File: src/rtl/svmc_pkg.sv
// Shared constants, codes, command and status types for the state vector block.
`default_nettype none

package svmc_pkg;

  // Sizes of the state vector and of the arithmetic.
  localparam int unsigned MAX_QUBITS = 10;
  localparam int unsigned AMP_W      = 16;
  localparam int unsigned DEPTH      = 1 << MAX_QUBITS;
  localparam int unsigned IDX_W      = MAX_QUBITS;
  localparam int unsigned QC_W       = 4;
  localparam int unsigned TGT_W      = 4;
  localparam int unsigned RND_W      = 31;
  localparam int unsigned PROB_W     = 32;
  localparam int unsigned ACC_W      = 42;
  localparam int unsigned MUL_W      = 49;
  localparam int unsigned QUO_W      = 63;
  localparam int unsigned ROOT_W     = 32;
  localparam int unsigned WORD_W     = 2 * AMP_W;

  localparam int AMP_MAX = (1 << (AMP_W - 1)) - 1;
  localparam int AMP_MIN = -(1 << (AMP_W - 1));

  // Saturated one, as stored in the real part of the ground state.
  localparam logic [AMP_W-1:0] AMP_ONE = AMP_W'(AMP_MAX);
  // Probability one in unsigned Q12.30.
  localparam logic [ACC_W-1:0] PROB_ONE = ACC_W'(1) << 30;

  // Operation codes.
  typedef logic [2:0] kind_t;
  localparam kind_t KIND_WRITE      = 3'd0;
  localparam kind_t KIND_READ       = 3'd1;
  localparam kind_t KIND_MEAS_ALL   = 3'd2;
  localparam kind_t KIND_MEAS_QUBIT = 3'd3;
  localparam kind_t KIND_GROUND     = 3'd4;

  // Result status codes.
  typedef logic [1:0] status_t;
  localparam status_t STAT_OK    = 2'd0;
  localparam status_t STAT_OOR   = 2'd1;
  localparam status_t STAT_ZERO  = 2'd2;
  localparam status_t STAT_NONE  = 2'd3;

  // Commands from the controller to the datapath.
  typedef struct packed {
    logic load;
    logic host_wr;
    logic clear_start;
    logic scan_start;
    logic root_start;
    logic scale_start;
    logic rsp_load;
  } svmc_cmd_t;

  // Status from the datapath to the controller.
  typedef struct packed {
    kind_t kind;
    logic  idx_oor;
    logic  found;
    logic  p_zero;
    logic  busy;
    logic  root_busy;
    logic  rsp_free;
  } svmc_stat_t;

  // Round half up by 2^16 and saturate to the amplitude range.
  function automatic logic [AMP_W-1:0] round_sat(input logic signed [MUL_W-1:0] m);
    logic signed [MUL_W-1:0]  v;
    logic signed [MUL_W-17:0] q;
    logic [AMP_W-1:0]         r;
    v = m + MUL_W'(1 << 15);
    q = v[MUL_W-1:16];
    if (q > (MUL_W-16)'(AMP_MAX)) begin
      r = AMP_W'(AMP_MAX);
    end else if (q < (MUL_W-16)'(AMP_MIN)) begin
      r = AMP_W'(AMP_MIN);
    end else begin
      r = q[AMP_W-1:0];
    end
    return r;
  endfunction

endpackage

`default_nettype wire

File: src/rtl/svmc_ctrl.sv
// Controller state machine that sequences each operation over the datapath.
`default_nettype none

module svmc_ctrl import svmc_pkg::*; (
  input  logic       clk_i,
  input  logic       rst_ni,
  input  logic       req_valid_i,
  output logic       req_ready_o,
  input  svmc_stat_t stat_i,
  output svmc_cmd_t  cmd_o
);

  typedef enum logic [3:0] {
    ST_BOOT, ST_BOOT_WAIT, ST_IDLE, ST_EXEC, ST_SCAN, ST_ROOT, ST_SCALE, ST_CLEAR, ST_DONE
  } state_e;

  state_e state_q;
  state_e state_d;

  // Next state and commands.
  always_comb begin
    state_d     = state_q;
    cmd_o       = '0;
    req_ready_o = 1'b0;
    case (state_q)
      ST_BOOT: begin
        cmd_o.clear_start = 1'b1;
        state_d           = ST_BOOT_WAIT;
      end
      ST_BOOT_WAIT: begin
        if (!stat_i.busy) state_d = ST_IDLE;
      end
      ST_IDLE: begin
        req_ready_o = 1'b1;
        if (req_valid_i) begin
          cmd_o.load = 1'b1;
          state_d    = ST_EXEC;
        end
      end
      ST_EXEC: begin
        case (stat_i.kind)
          KIND_WRITE: begin
            cmd_o.host_wr = !stat_i.idx_oor;
            state_d       = ST_DONE;
          end
          KIND_READ: begin
            if (stat_i.idx_oor) begin
              state_d = ST_DONE;
            end else begin
              cmd_o.scan_start = 1'b1;
              state_d          = ST_SCAN;
            end
          end
          KIND_MEAS_ALL, KIND_MEAS_QUBIT: begin
            cmd_o.scan_start = 1'b1;
            state_d          = ST_SCAN;
          end
          KIND_GROUND: begin
            cmd_o.clear_start = 1'b1;
            state_d           = ST_CLEAR;
          end
          default: state_d = ST_DONE;
        endcase
      end
      ST_SCAN: begin
        if (!stat_i.busy) begin
          state_d = ST_DONE;
          if ((stat_i.kind == KIND_MEAS_ALL) && stat_i.found) begin
            cmd_o.clear_start = 1'b1;
            state_d           = ST_CLEAR;
          end else if ((stat_i.kind == KIND_MEAS_QUBIT) && !stat_i.p_zero) begin
            cmd_o.root_start = 1'b1;
            state_d          = ST_ROOT;
          end
        end
      end
      ST_ROOT: begin
        if (!stat_i.root_busy) begin
          cmd_o.scale_start = 1'b1;
          state_d           = ST_SCALE;
        end
      end
      ST_SCALE, ST_CLEAR: begin
        if (!stat_i.busy) state_d = ST_DONE;
      end
      ST_DONE: begin
        if (stat_i.rsp_free) begin
          cmd_o.rsp_load = 1'b1;
          state_d        = ST_IDLE;
        end
      end
      default: state_d = ST_IDLE;
    endcase
  end

  always_ff @(posedge clk_i or negedge rst_ni) begin
    if (!rst_ni) begin
      state_q <= ST_BOOT;
    end else begin
      state_q <= state_d;
    end
  end

endmodule

`default_nettype wire

File: config.mk
export PLATFORM = sky130hd
export DESIGN_NAME = svmc_ctrl
export DESIGN_NICKNAME = d
export VERILOG_FILES = /design/src/rtl/svmc_pkg.sv /design/src/rtl/svmc_ctrl.sv
export SDC_FILE = /design/constraint.sdc
export NUM_CORES = 1
export LEC_CHECK = 0
export ABC_CLOCK_PERIOD_IN_PS = 2600
export BUFFER_PORTS_ARGS = -buffer_cell sky130_fd_sc_hd__buf_2
export CAP_MARGIN = 40
export CORE_AREA = 3 3 40 42
export CTS_CLUSTER_SIZE = 8
export DETAILED_ROUTE_END_ITERATION = 7
export DIE_AREA = 0 0 43 45
export GPL_TIMING_DRIVEN = 0
export MAX_ROUTING_LAYER = met4
export PLACE_DENSITY = 0.59
export SYNTH_ARGS = -nofsm -noshare
export SYNTH_HDL_FRONTEND = slang
export SYNTH_SLANG_ARGS = --single-unit
export TNS_END_PERCENT = 50
File: constraint.sdc
create_clock -name clk_i -period 2.6 [get_ports clk_i]
set_input_delay 0.52 -clock clk_i [delete_from_list [all_inputs] [get_ports clk_i]]
set_output_delay 0.52 -clock clk_i [all_outputs]
set_load 0.005 [all_outputs]
; Yosys cells after proc, flatten, opt, wreduce, memory -nomap -nowiden
; Cells that the tools add are included.
[word_totals]
mem_count = 0
mem_bits_rw = 0
romBits = 0
inputBits = 12
output_inout_bits = 8
latchBits = 0
wordCells = 59
reg_bits = 4
[classes]
add_sub_neg = 0
shift = 0
div_mod_pow = 0
n_bitwise = 0
muxes = 31
multipliers = 0
n_reduce_logical = 9
eq_ne = 18
magnitude_cmp = 0
[op_table]
columns = operator, count
row1 = 4-bit two-way mux, 9
row2 = 4-bit case mux with 8 select lines, 1
row3 = 1-bit two-way mux, 18
row4 = "4-bit by 3-bit equality test with 1-bit output, second input constant", 4
row5 = "2-bit != test, second input constant", 6
row6 = 4-bit case mux with 3 select lines, 1
row7 = "4-bit by 2-bit equality test with 1-bit output, second input constant", 2
row8 = "3-bit by 2-bit equality test with 1-bit output, second input constant", 2
row9 = 6-bit AND reduction, 1
row10 = "4-bit by 1-bit equality test with 1-bit output, second input constant", 1
row11 = "4-bit equality test, second input constant", 1
row12 = 4-bit logical NOT, 1
row13 = 2-bit OR reduction, 2
row14 = "3-bit by 1-bit equality test with 1-bit output, second input constant", 1
row15 = "3-bit equality test, second input constant", 1
row16 = 3-bit logical NOT, 1
row17 = 1-bit case mux with 3 select lines, 1
row18 = 1-bit logical AND, 2
row19 = 1-bit logical NOT, 2
row20 = 1-bit case mux with 2 select lines, 1

; Longest topological paths before layout
; Gate-level depths: netlist of the first run.
[depth]
word_depth = 6
depth_mapped = 6
mapped_depth_nobuf = 5

; Worst setup path before layout of the first run
; OpenSTA, ideal clock, no wires.
[synth_timing]
path_kind = input-to-output
startpoint = input stat_i[8] (netlist name)
endpoint = output cmd_o[2] (netlist name)
required_time_ns = 2.080
arrival_ns = 1.473
path_buffers = 0
path_slack_ns = 0.607
stages = 3
path_cell_list = nand2b_1 > or4_4 > nor4b_1
[synth_rtl]
columns = element, line
row1 = start: declaration, svmc_ctrl.sv:9  ; input svmc_stat_t stat_i,
row2 = end: declaration, svmc_ctrl.sv:10  ; output svmc_cmd_t cmd_o

==> run metrics, run 1 <==
Comb pwr share=68.8%; clk slew on worst S/H paths=0.04 ns; Leakage=0.000265 uW; Root Driver=clkbuf_4; ANT nets after route=0; Worst Path Required=2.08 ns; post-route insts no fill=97; die area=1940 um2; global-route wire length before repair=2030 um; switching power=279 uW; chip width=43 um; Initial Util=36.4%; CP arrival=1.77 ns; Die Ht=45 um; Fin. Hold Viols=0; Syn-to-layout area delta=29.1%; Critical Setup Path Class=reg2out; internal power=330 uW; maximum VDD drop=0.482 mV; Syn Area/Cell=7.80 um2; FMAX=437 MHz; Cell variety after synth=33; fin nets=96; status=completed; fraction of registers with async set/reset=100%; initial drt markers=10; biggest regs=state_q (4); # setup viols final=0; FP Rows=13; Post-synth EDFFs=0; drt wl/cell=11.6 um; final WL=1130 um; via count=511; switch share=45.8%; worst-path maximum fanout=10; pre-CTS WS=0.329 ns; Port Buffers=19; RSZ-0062 raised after global routing=no; Cells after DPL=94; Max H-tree Level=1; share of layout cells above drive strength 1=36.6%; IO Count=20; Max-Cap Viols=0; Worst-Margin Slew=0.417 ns; pin count of the biggest net entering global routing=11; fin crit share=87.9%; Total GRT Usage=13.7%; PD cells=1010 nW/um2; CTS tree=built; clock network power share=12.4%; vias in the first global route=460; Largest Register=state_q; grt ovf=0; Tmin final=2.29 ns; Antenna diodes=0; CTS Hold Bufs=0; DR DRC count=0; Cells after Synth=60; area of the mapped netlist=468 um2; clock skew=0.000678 ns; Final TNS setup=0 ns; Final Max Tran Viols=0; Post-CTS Resized=0; worst min-delay path category=in2async; post-CTS setup buffers=0; max FFs per register=4; Core Footprint=1280 um2; Worst slew margin=72.2%; CP Launch Type=flop; clock sink total=4; prevailing post-synth register cell=dfrtp_1; Yosys reg bits=4; DRT Pass-1 Iters=4; post-synth net total=72; DP HPWL=885 um; Worst Setup End Kind=output pin; Seq pwr share=18.9%; initial antenna violation count=0; number of buffers created by CTS=3; final worst setup slack=0.314 ns; CTS Buffer Depth=2; Seq/Total Area, Yosys=21.4%; Vias/cell=5.27; Yosys warnings=0; global placement routability congestion=0.817; Worst-Skew Late Latency=0.23 ns
==> cells in the final DEF (no fill, tap or decap), types with 2 or more instances in the layout <==
master,count
and2_1,2
buf_2,20
clkbuf_1,2
clkbuf_4,3
dfrtp_1,4
nand2_1,4
nand2b_1,2
nor2_1,9
nor3_1,3
nor4b_1,4
o21ai_0,5
o32ai_2,2
==> kinds of logic after synthesis <==
group | synth area share (%)
simple gates | 40.4
compound gates | 30.2
flops | 21.4
buf+inv | 5.88
mux | 2.14
==> area by class of cell <==
type                    instances  area (um2)
clock buffers                   3        22.5
flip-flops and latches          4         100
well taps                      15        18.8
fillers                       140         681
multi-input cells              51         340
plain buffers                   4        23.8
inverters                       1        3.75
repair buffers                 19        95.1
==> cell usage after synthesis (all sizes together) (2+ instances only) <==
| cell type | number | share of area [%] |
|---|---|---|
| nor3 | 3 | 3.2 |
| a21oi | 2 | 2.9 |
| clkbuf | 2 | 1.6 |
| nand2b | 3 | 5.6 |
| buf | 2 | 3.5 |
| nor2 | 10 | 8.6 |
| o21ai | 6 | 6.4 |
| nor4b | 4 | 7.5 |
| and2 | 2 | 2.7 |
| o32ai | 2 | 7.0 |
| dfrtp | 4 | 21 |
| nand2 | 4 | 3.2 |
==> routing by layer <==
layer | vias up | wire length [um] | GRT usage, %
met5 | - | 0 | -
met4 | 0 | 0 | 1.81
met3 | 0 | 67 | 2.39
met2 | 14 | 485 | 19.8
met1 | 226 | 574 | 20.3
li1 | 271 | - | -
==> worst max-delay path, cell delays in order (launching register included) <==
cell      delay (ns)
dfrtp_1         0.42
clkbuf_1        0.23
nor2_1          0.16
nand3_1         0.22
nor4b_1         0.35
buf_2           0.16
==> power groups by stage <==
stage / registers (uW) / logic [uW] / clock network, uW
2_1_floorplan: 111 / 323 / 0
3_3_place_gp: 115 / 420 / 0
3_5_place_dp: 116 / 418 / 0
4_1_cts: 116 / 421 / 77.2
5_1_grt: 120 / 472 / 82.3
6_report: 115 / 419 / 75.4
==> through the flow <==
| stage | hold WS [ns] | util (%) | power [uW] | instance area, um2 |
|---|---|---|---|---|
| 2_1_floorplan | 0.224 | - | 434 | 468 |
| 3_3_place_gp | 0.324 | 45.3 | 535 | 582 |
| 3_5_place_dp | 0.329 | 45.3 | 534 | 582 |
| 4_1_cts | 0.0842 | 47.0 | 614 | 604 |
| 5_1_grt | 0.0848 | 47.0 | 674 | 604 |
| 6_report | 0.0850 | 47.0 | 610 | 604 |
==> final timing paths <==
kind                                        startpoint                      to  slack [ns]  cells after the start
worst max register to register  state_q[3]$_DFFE_PN0P_  state_q[2]$_DFFE_PN0P_        0.95                      6
worst max-delay path            state_q[2]$_DFFE_PN0P_                cmd_o[5]        0.31                      5
min in group clk_i              state_q[3]$_DFFE_PN0P_  state_q[2]$_DFFE_PN0P_        0.59                      2
worst min register to register  state_q[3]$_DFFE_PN0P_  state_q[2]$_DFFE_PN0P_        0.59                      2
max in group asynchronous                       rst_ni  state_q[1]$_DFFE_PN0P_        2.40                      1
worst min-delay path                            rst_ni  state_q[0]$_DFFE_PN0P_        0.08                      1
(Power assumes the default switching activity.)
==> inputs of run 2 (changes only) <==
--- a/config.mk
+++ b/config.mk
@@ -13,7 +13,6 @@
 export DETAILED_ROUTE_END_ITERATION = 7
 export DIE_AREA = 0 0 43 45
 export GPL_TIMING_DRIVEN = 0
-export MAX_ROUTING_LAYER = met4
 export PLACE_DENSITY = 0.59
 export SYNTH_ARGS = -nofsm -noshare
 export SYNTH_HDL_FRONTEND = slang
==> run 2 against run 1 <==
Register-to-register slack about the same. Cell count unchanged. Sequential power about the same.
==> run metrics, run 2 (synthesized netlist as in run 1, its figures left out) <==
Seq pwr share=18.9% (about the same); DRT Pass-1 Iters=4 (unchanged); switch share=45.8% (about the same); fin crit share=87.9% (about the same); Leakage=0.000265 uW (unchanged); CTS tree=built; initial drt markers=10 (unchanged); Vias/cell=5.27 (unchanged); Final TNS setup=0 ns (unchanged); Crit path max-delay family=simple AND/OR/NAND/NOR gates; Final Max Tran Viols=0 (unchanged); Worst-Margin Slew=0.417 ns (unchanged); RSZ-0062 raised after global routing=no; most common cell after layout, fill and taps aside=buf_2; die area=1940 um2 (unchanged); status=completed; met2 Use GR=19.8% (unchanged); DR DRC count=0 (unchanged); Worst Path Required=2.08 ns (about the same); Worst-Skew Late Latency=0.23 ns (about the same); commonest cells after routing, fill and taps aside=20 x buf_2, 9 x nor2_1, 5 x o21ai_0; share of layout cells above drive strength 1=36.6% (unchanged); Buf+Inv Stages, Crit Path=2 (unchanged); fin nets=96 (unchanged); CTS Hold Bufs=0 (unchanged); number of buffers created by CTS=3 (unchanged); CP Launch Type=flop; chip width=43 um (unchanged); Worst slew margin=72.2% (unchanged); CTS Buffer Depth=2 (unchanged); clk slew on worst S/H paths=0.04 ns (about the same); Port Buffers=19 (unchanged); DP HPWL=885 um (unchanged); maximum VDD drop=0.481 mV (about the same); ANT nets after route=0 (unchanged); Core Footprint=1280 um2 (unchanged); switching power=279 uW (about the same); vias in the first global route=459 (-0.22%); CP arrival=1.77 ns (about the same); # setup viols final=0 (unchanged); max FFs per register=4 (unchanged); PD cells=1010 nW/um2 (about the same); GRT Max-Usage Layer=met1; Antenna diodes=0 (unchanged); IO Count=20 (unchanged); pin count of the biggest net entering global routing=11 (unchanged); met3 global-route usage=2.39% (unchanged); Max-Cap Viols=0 (unchanged); Root Driver=clkbuf_4; Total GRT Usage=13.3% (-0.40 points); final hold slack=0.0850 ns (unchanged); final WL=1120 um (-0.53%); Worst Setup End Kind=output pin; worst min-delay path category=in2async; initial antenna violation count=0 (unchanged); Reg-to-Reg Start=state_q[3]$_DFFE_PN0P_; internal power=330 uW (about the same); Die Ht=45 um (unchanged); Comb pwr share=68.7% (about the same); clock network power share=12.4% (about the same); crit-path cells=clkbuf_1 -> nor2_1 -> nand3_1 -> nor4b_1 -> buf_2; Worst path max stage delay=0.42 ns (about the same); Post-CTS Resized=0 (unchanged); Fin. Hold Viols=0 (unchanged); drt wl/cell=11.6 um (-0.53%); global placement routability congestion=0.806 (-1.4%); FP Rows=13 (unchanged); slowest CP cell=dfrtp_1; CP startpoint=state_q[2]$_DFFE_PN0P_; FMAX=438 MHz (about the same); Initial Util=36.4% (unchanged); clock skew=0.000678 ns (unchanged); Tmin final=2.29 ns (-0.000821 ns); GRT met1 Usage=20.3% (unchanged); Largest Register=state_q; post-CTS setup buffers=0 (unchanged); worst-path maximum fanout=10 (unchanged); biggest regs=state_q (4); global-route wire length before repair=2030 um (unchanged); Max H-tree Level=1 (unchanged); grt ovf=0 (unchanged); Syn-to-layout area delta=29.1% (unchanged); clock sink total=4 (unchanged); via count=511 (unchanged); Critical Setup Path Class=reg2out
-- run 2: final timing paths --
check | to | slack, ns | cells after the start
max in group asynchronous | state_q[1]$_DFFE_PN0P_ | 2.40 | 1
worst min register to register | state_q[2]$_DFFE_PN0P_ | 0.59 | 2
worst min-delay path | state_q[0]$_DFFE_PN0P_ | 0.08 | 1
worst max-delay path | cmd_o[5] | 0.31 | 5
min in group clk_i | state_q[2]$_DFFE_PN0P_ | 0.59 | 2
worst max register to register | state_q[2]$_DFFE_PN0P_ | 0.95 | 6
-- run 2: stage by stage --
stage / util, % / worst slack, ns / std cells / power (uW) / area [um2]
6_report: 47.0 / 0.315 / 97 / 610 / 604
5_1_grt: 47.0 / 0.0982 / 97 / 674 / 604
4_1_cts: 47.0 / 0.293 / 97 / 614 / 604
3_5_place_dp: 45.3 / 0.329 / 94 / 534 / 582
3_3_place_gp: 45.3 / 0.362 / 94 / 535 / 582
2_1_floorplan: - / 0.607 / 60 / 434 / 468
-- run 2: power by group through the flow --
stage / registers, uW / clock network [uW] / logic (uW)
finish: 115 / 75.4 / 419
CTS: 116 / 77.2 / 421
global route: 120 / 82.3 / 472
detailed placement: 116 / 0 / 418
floorplan: 111 / 0 / 323
global placement: 115 / 0 / 420
-- run 2: area by class of cell --
class	count	area [um2]
timing repair buffer	19	95.1
clock buffer	3	22.5
buffer	4	23.8
fill	140	681
tap	15	18.8
multi-input combinational	51	340
sequential	4	100
inverter	1	3.75
-- run 2: routing by layer --
layer	vias up	wire, um	share of wire [%]
met5	-	0	0
met4	0	0	0
met3	0	65	5.8
met2	14	484	43
met1	226	572	51
li1	271	-	-
-- run 2: worst reg2reg max path, stage by stage (launching register included) --
cell and delay (ns):
dfrtp_1 0.36, buf_6 0.14, nand2b_4 0.15, or4_4 0.44, nor2_2 0.14, nor2_1 0.07
o32ai_2 0.25
